[src/rtl/fpsi_pkg.sv]
// Shared types, angle constants and the quarter-wave table for the sine interpolator.
`default_nettype none
package fpsi_pkg;

  // Angle scale: two pi is FullAng
  localparam logic signed [15:0] QuarterAng = 16'sd3200;
  localparam logic signed [15:0] HalfAng    = 16'sd6399;
  localparam logic signed [15:0] ThreeQtrAng = 16'sd9599;
  localparam logic signed [15:0] FullAng    = 16'sd12799;

  // Segment math: step of 100 between table points
  localparam logic [11:0] SegStep    = 12'd100;
  localparam logic [4:0]  LastSeg    = 5'd31;
  // floor(f / 100) == (f * 1311) >> 17 for f in 0..3200
  localparam logic [22:0] SegRecip   = 23'd1311;
  // floor(x / 100) == (x * 5243) >> 19 for x in 0..10050
  localparam logic [26:0] RoundRecip = 27'd5243;
  localparam logic [13:0] HalfStep   = 14'd50;

  // Quarter-wave table, 33 points scaled by 2037
  localparam logic [10:0] QuarterWave [0:32] = '{
    11'd0,    11'd100,  11'd200,  11'd299,  11'd397,  11'd495,  11'd591,
    11'd686,  11'd780,  11'd871,  11'd960,  11'd1047, 11'd1132, 11'd1214,
    11'd1292, 11'd1368, 11'd1440, 11'd1509, 11'd1575, 11'd1636, 11'd1694,
    11'd1747, 11'd1797, 11'd1842, 11'd1882, 11'd1918, 11'd1949, 11'd1976,
    11'd1998, 11'd2015, 11'd2027, 11'd2035, 11'd2037
  };

  // Folded angle, split into segment and offset
  typedef struct packed {
    logic       valid;
    logic       in_range;
    logic       neg;
    logic [4:0] seg;
    logic [6:0] off;
  } fold_t;

  // Segment base value and the rounded slope product
  typedef struct packed {
    logic        valid;
    logic        in_range;
    logic        neg;
    logic [10:0] y1;
    logic [13:0] prod;
  } lerp_t;

endpackage
`default_nettype wire

[src/rtl/fixed_point_sine_interp.sv]
// Top level of the fixed-point sine interpolator: input register and stage chain.
// One angle (12799 = two pi) is taken in every cycle in which start is high;
// busy is always low. Each angle gives one beat on done_o after passing
// through four register stages in order: input register, quadrant
// fold, table lookup with slope multiply, and reciprocal scaling into the result
// register. Results come out in order and must be taken when done_o is high.
// Angles outside -12799..12799 return sine_value_o = 0 with in_range_o low.
`default_nettype none
module fixed_point_sine_interp (
  input  logic              clk_i,
  input  logic              rst_ni,
  input  logic              start,
  output logic              busy,
  input  logic signed [15:0] angle_i,
  output logic              done_o,
  output logic signed [11:0] sine_value_o,
  output logic              in_range_o
);
  import fpsi_pkg::*;

  logic              in_valid_q;
  logic signed [15:0] angle_q;
  fold_t             fold;
  lerp_t             lerp;

  // Pipeline never stalls
  assign busy = 1'b0;

  // Input register
  always_ff @(posedge clk_i or negedge rst_ni) begin
    if (!rst_ni) begin
      in_valid_q <= 1'b0;
    end else begin
      in_valid_q <= start && !busy;
    end
  end

  always_ff @(posedge clk_i) begin
    angle_q <= angle_i;
  end

  fpsi_fold u_fold (
    .clk_i   (clk_i),
    .rst_ni  (rst_ni),
    .valid_i (in_valid_q),
    .angle_i (angle_q),
    .fold_o  (fold)
  );

  fpsi_lerp u_lerp (
    .clk_i  (clk_i),
    .rst_ni (rst_ni),
    .fold_i (fold),
    .lerp_o (lerp)
  );

  fpsi_scale u_scale (
    .clk_i        (clk_i),
    .rst_ni       (rst_ni),
    .lerp_i       (lerp),
    .done_o       (done_o),
    .sine_value_o (sine_value_o),
    .in_range_o   (in_range_o)
  );

  // Every accepted angle shows up as a result beat
  a_latency: assert property (@(posedge clk_i) disable iff (!rst_ni)
    (start && !busy) |-> ##4 done_o)
    else $error("result beat missing after accepted angle");

  // No result beat without an accepted angle ahead of it
  a_no_spurious: assert property (@(posedge clk_i) disable iff (!rst_ni)
    ##4 done_o |-> $past(start && !busy, 4))
    else $error("result beat without accepted angle");

  // Out-of-range angles give zero
  a_oor_zero: assert property (@(posedge clk_i) disable iff (!rst_ni)
    (done_o && !in_range_o) |-> (sine_value_o == 12'sd0))
    else $error("nonzero value for out-of-range angle");

  // Magnitude never exceeds full scale
  a_bound: assert property (@(posedge clk_i) disable iff (!rst_ni)
    done_o |-> (sine_value_o <= 12'sd2037 && sine_value_o >= -12'sd2037))
    else $error("sine value beyond full scale");

  // An angle above the span is flagged out of range
  a_oor_flag: assert property (@(posedge clk_i) disable iff (!rst_ni)
    (start && !busy && angle_i > FullAng) |-> ##4 !in_range_o)
    else $error("out-of-range angle not flagged");

endmodule
`default_nettype wire

[src/rtl/fpsi_fold.sv]
// Quadrant fold of the angle and split into table segment and offset.
`default_nettype none
module fpsi_fold (
  input  logic              clk_i,
  input  logic              rst_ni,
  input  logic              valid_i,
  input  logic signed [15:0] angle_i,
  output fpsi_pkg::fold_t   fold_o
);
  import fpsi_pkg::*;

  logic              in_range;
  logic              q1, q2, q3;
  logic signed [15:0] u;
  logic signed [15:0] fs;
  logic [11:0]       f;
  logic [22:0]       sprod;
  logic [5:0]        seg_raw;
  logic [4:0]        seg;
  logic [11:0]       off_full;
  fold_t             fold_d, fold_q;

  // Range check and shift of negative angles into 0..12799
  always_comb begin
    in_range = (angle_i >= -FullAng) && (angle_i <= FullAng);
    u = (angle_i < 0) ? angle_i + FullAng : angle_i;
  end

  // Quadrant rules are picked on the signed angle
  always_comb begin
    q1 = (angle_i >= 0 && angle_i <= QuarterAng) || (angle_i <= -ThreeQtrAng);
    q2 = (angle_i > QuarterAng && angle_i <= HalfAng) ||
         (angle_i > -ThreeQtrAng && angle_i <= -HalfAng);
    q3 = (angle_i > HalfAng && angle_i <= ThreeQtrAng) ||
         (angle_i > -HalfAng && angle_i < -QuarterAng);
    if (q1) begin
      fs = u;
    end else if (q2) begin
      fs = HalfAng - u;
    end else if (q3) begin
      fs = u - HalfAng;
    end else begin
      fs = FullAng - u;
    end
  end

  // Clamp to 0..3200, then segment and offset
  always_comb begin
    if (fs < 0) begin
      f = 12'd0;
    end else if (fs > QuarterAng) begin
      f = QuarterAng[11:0];
    end else begin
      f = fs[11:0];
    end
    sprod    = {11'd0, f} * SegRecip;
    seg_raw  = sprod[22:17];
    seg      = (seg_raw > {1'b0, LastSeg}) ? LastSeg : seg_raw[4:0];
    off_full = f - ({7'd0, seg} * SegStep);

    fold_d.valid    = valid_i;
    fold_d.in_range = in_range;
    fold_d.neg      = !(q1 || q2);
    fold_d.seg      = seg;
    fold_d.off      = off_full[6:0];
  end

  // Stage register
  always_ff @(posedge clk_i or negedge rst_ni) begin
    if (!rst_ni) begin
      fold_q <= '0;
    end else begin
      fold_q <= fold_d;
    end
  end

  assign fold_o = fold_q;

endmodule
`default_nettype wire

[src/rtl/fpsi_lerp.sv]
// Table lookup and slope times offset, with the rounding half step added.
`default_nettype none
module fpsi_lerp (
  input  logic            clk_i,
  input  logic            rst_ni,
  input  fpsi_pkg::fold_t fold_i,
  output fpsi_pkg::lerp_t lerp_o
);
  import fpsi_pkg::*;

  logic [5:0]  idx_lo, idx_hi;
  logic [10:0] y1, y2;
  logic [6:0]  slope;
  lerp_t       lerp_d, lerp_q;

  // Both ends of the segment; seg never exceeds 31 so idx_hi stays in the table
  always_comb begin
    idx_lo = {1'b0, fold_i.seg};
    idx_hi = idx_lo + 6'd1;
    y1     = QuarterWave[idx_lo];
    y2     = QuarterWave[idx_hi];
    slope  = 7'(y2 - y1);

    lerp_d.valid    = fold_i.valid;
    lerp_d.in_range = fold_i.in_range;
    lerp_d.neg      = fold_i.neg;
    lerp_d.y1       = y1;
    lerp_d.prod     = (14'(slope) * 14'(fold_i.off)) + HalfStep;
  end

  always_ff @(posedge clk_i or negedge rst_ni) begin
    if (!rst_ni) begin
      lerp_q <= '0;
    end else begin
      lerp_q <= lerp_d;
    end
  end

  assign lerp_o = lerp_q;

endmodule
`default_nettype wire

[src/rtl/fpsi_scale.sv]
// Divide by the table step, add the segment base, apply sign; result register.
`default_nettype none
module fpsi_scale (
  input  logic              clk_i,
  input  logic              rst_ni,
  input  fpsi_pkg::lerp_t   lerp_i,
  output logic              done_o,
  output logic signed [11:0] sine_value_o,
  output logic              in_range_o
);
  import fpsi_pkg::*;

  logic [26:0]       qprod;
  logic [6:0]        quot;
  logic [11:0]       mag;
  logic              done_q;
  logic signed [11:0] value_d, value_q;
  logic              in_range_q;

  // Reciprocal multiply replaces the divide by 100
  always_comb begin
    qprod = {13'd0, lerp_i.prod} * RoundRecip;
    quot  = qprod[25:19];
    mag   = {1'b0, lerp_i.y1} + {5'd0, quot};
    if (!lerp_i.in_range) begin
      value_d = 12'sd0;
    end else if (lerp_i.neg) begin
      value_d = -$signed(mag);
    end else begin
      value_d = $signed(mag);
    end
  end

  always_ff @(posedge clk_i or negedge rst_ni) begin
    if (!rst_ni) begin
      done_q <= 1'b0;
    end else begin
      done_q <= lerp_i.valid;
    end
  end

  always_ff @(posedge clk_i) begin
    value_q    <= value_d;
    in_range_q <= lerp_i.in_range;
  end

  assign done_o       = done_q;
  assign sine_value_o = value_q;
  assign in_range_o   = in_range_q;

endmodule
`default_nettype wire
[config.mk]
export PLATFORM = sky130hd
export DESIGN_NAME = fixed_point_sine_interp
export DESIGN_NICKNAME = d
export VERILOG_FILES = /design/src/rtl/fpsi_pkg.sv /design/src/rtl/fixed_point_sine_interp.sv /design/src/rtl/fpsi_fold.sv /design/src/rtl/fpsi_lerp.sv /design/src/rtl/fpsi_scale.sv
export SDC_FILE = /design/constraint.sdc
export NUM_CORES = 1
export LEC_CHECK = 0
export ABC_AREA = 1
export BUFFER_PORTS_ARGS = -buffer_cell sky130_fd_sc_hd__clkbuf_2
export CAP_MARGIN = 20
export CORE_MARGIN = 5
export CORE_UTILIZATION = 66
export DETAILED_ROUTE_END_ITERATION = 8
export GPL_TIMING_DRIVEN = 0
export MAX_ROUTING_LAYER = met4
export PLACE_DENSITY = 0.93
export SLEW_MARGIN = 10
export SYNTH_ARGS = -nofsm -noshare
export SYNTH_HDL_FRONTEND = slang
export SYNTH_HIERARCHICAL = 1
export SYNTH_SLANG_ARGS = --single-unit
export TNS_END_PERCENT = 100
[constraint.sdc]
create_clock -name clk_i -period 18 [get_ports clk_i]
set_input_delay 1.8 -clock clk_i [delete_from_list [all_inputs] [get_ports clk_i]]
set_output_delay 1.8 -clock clk_i [all_outputs]
set_load 0.02 [all_outputs]
==> summary.txt <==
Timing
  • Setup-failing EPs final: 0
  • Max Clk Rate: 0.108 GHz
  • Unrepaired setup endpoints after global routing: no
  • Final setup skew: 0.0113 ns
  • Final Critical Period: 9.27 ns
  • Final worst path period share: 51.5%
  • Least-Margin Pin Slew: 0.870 ns
  • Final WS setup: 8.73 ns
  • Setup_tns: 0 ns
  • Slew Limit Fails: 0
  • Hold Fails Final Rpt: 0
  • Relative slew margins: 41.8%

CTS
  • Clk Latency, worst-skew pair: 0.35 ns
  • Max Root-Sink Buffers: 2
  • Num CTS Buffers: 9
  • Root Buffer: clkbuf_16
  • CTS Hold Bufs: 0
  • Clock slew at reported path FFs: 0.07 ns
  • Setup bufs post-CTS: 0
  • Post-CTS Resized: 0
  • H-tree depth: 3
  • CTS sink count: 74
  • CTS tree: built

Finish
  • # fillers: 1651
  • Non-filler cells in the finished layout: 2222
  • Commonest non-fill, non-tap cell in the layout: inv_1
  • Area grow syn2layout: 5.85%
  • Most frequent cells in the layout: 407 x inv_1, 405 x nand2_1, 249 x ha_1
  • Ant diodes: 0
  • Fin nets: 2343
  • Layout cells sized above 1: 7.34%

Routing
  • Routed WL: 33300 microns
  • Vias/cell: 5.63
  • DRC: 0
  • DRT Pass-1 Iters: 6
  • Post-DRT Antenna Nets: 0
  • Drt wl/cell: 15.0 microns
  • Iter 0 DRT Violations: 968
  • Via count: 12.5k

Setup path
  • Crit. End Element: register
  • WP data arrival: 9.51 ns
  • Startpoint types: register
  • Worst Setup SP: angle_q[0]
  • Slowest cell on the critical path: fa_1
  • Delay-heaviest family, CP: adder cells
  • Critical-path maximum fanout: 8
  • FF-to-FF Start: angle_q[0]
  • Reg-to-reg setup timing slack: 8.73 ns
  • Worst r2r path cells: 44
  • Crit Path Class: reg -> reg
  • WP data required: 18.24 ns
  • Critical path buffers and inverters: 7
  • Max incr delay on CP: 0.59 ns
  • Critical path depth: 44
  • CP most frequent cell: nand2_1
  • Reg-to-Reg End: u_fold/fold_o[6]
  • End of the critical path: u_fold/fold_o[6]

Hold path
  • Min-Delay Path Class: reg -> reg
  • Hold Crit Depth: 0

Global route
  • GRT Util Overall: 29.0%
  • First-pass GRT wire length: 57000 microns
  • Initial antenna violation count: 0
  • Largest net degree at the start of global routing: 32
  • Grt ovf: 0
  • Number of global-route vias before repair: 12.8k

Logic synthesis
  • Syn nets: 2299
  • Ys async rst share: 60.8%
  • Synth warn: 6
  • Syn Inst Count: 1898
  • Ys flop type: dfrtp_1
  • Synth Register Bits: 74
  • Synth Area per Inst: 7.38 sq um
  • Mapped Area: 14000 sq um
  • Share of the yosys chip area belonging to registers: 12.2%
  • EDFF count, synth: 0
  • Distinct cells, synth: 54

Placement
  • GPL Wtd Cong: 0.951
  • Post-Place Worst Slack: 8.84 ns
  • DP HPWL: 27800 microns
  • # port buffers: 32
  • Placed cells: 2206

Die
  • Initial Util: 66.8%
  • CORE AREA: 21000 sq um
  • Die width: 156 microns
  • Rows: 53
  • DIE HEIGHT: 156 microns
  • Die ar.: 24200 sq um
  • # IOs: 34

Run status
  • Status: finished clean

Job
  • Maxcap violations: 0
cell type report:
class	count	area, sq um	area share [%]
clock buffer	10	250	1.69
inverter	428	1620	10.9
buffer	21	148	0.996
multi-input combinational	1375	10500	71.1
clock inverter	6	45.0	0.304
timing repair buffer	33	180	1.22
sequential	74	1710	11.5
tap	275	344	2.32
metal layers:
metal / vias to the layer above / share of wire, % / GRT usage [%]
met3: 122 / 5.3 / 3.83
met1: 5900 / 39 / 32.6
met5: - / 0 / -
met2: 442 / 52 / 52.0
met4: 0 / 4.3 / 12.0
li1: 6036 / - / -
cell families (layout without fill, tap and decap cells):
group,after synthesis,after routing,synth area share (%)
buffers and inverters,449,498,12.6
DFF,74,74,12.2
adders and majority gates,382,382,41.3
AOI/OAI and AO/OA,195,195,7.91
xor gates and xnor gates,38,38,2.43
other,1,1,0.0268
and+or+nand+nor,759,759,23.6
worst reg2reg max path: cells and delay by family, from the launching register on:
family | cells | cell delay (ns)
buffers and inverters | 7 | 0.81
XOR/XNOR | 2 | 0.69
adder cells (fa/ha/maj) | 10 | 3.94
AO/OA/AOI/OAI | 3 | 0.48
AND/OR/NAND/NOR | 22 | 2.94
flip-flops | 1 | 0.32
synth_stat cells, drive strengths merged, types with 5 or more instances:
| cell type | instances | share of area (%) |
|---|---|---|
| buf | 19 | 1.0 |
| o21a | 6 | 0.32 |
| nand4 | 29 | 1.3 |
| ha | 249 | 22 |
| xor2 | 23 | 1.5 |
| nand3 | 113 | 4.4 |
| o31ai | 5 | 0.27 |
| inv | 426 | 11 |
| nor3 | 16 | 0.57 |
| a21o | 5 | 0.27 |
| nand2 | 432 | 12 |
| a21oi | 85 | 3.1 |
| fa | 133 | 19 |
| dfxtp | 29 | 4.1 |
| nor2 | 157 | 4.5 |
| xnor2 | 15 | 0.94 |
| a31oi | 6 | 0.27 |
| o21ai | 67 | 2.5 |
| nand3b | 5 | 0.27 |
| dfrtp | 45 | 8.0 |
per-stage QoR:
stage / instance area [sq um] / util (%) / hold slack [ns]
floorplan: 14000 / - / 0.331
global placement: 14500 / 69.3 / 0.334
detailed placement: 14500 / 69.3 / 0.336
CTS: 14800 / 70.8 / 0.348
global route: 14800 / 70.8 / 0.354
finish: 14800 / 70.8 / 0.345
sequential cells by signal (all words and copies together), names as in the netlist:
signal / count
u_scale/in_range_o: 1
u_lerp/lerp_o: 28
in_valid_q: 1
angle_q: 16
u_fold/fold_o: 15
u_scale/sine_value_o: 12
u_scale/done_o: 1
worst min-delay path by stage:
stage,startpoint,end,slack [ns]
final,in_valid_q,u_fold/fold_o[14],0.35
after global routing,in_valid_q,u_fold/fold_o[14],0.35
after CTS,u_lerp/lerp_o[27],u_scale/done_o,0.35
after detailed placement,in_valid_q,u_fold/fold_o[14],0.34
after global placement,u_lerp/lerp_o[27],u_scale/done_o,0.33
after floorplan,in_valid_q,u_fold/fold_o[14],0.33
Power is not shown: default switching activity piles up to over one toggle a cycle in this logic, so the estimate is an artifact.
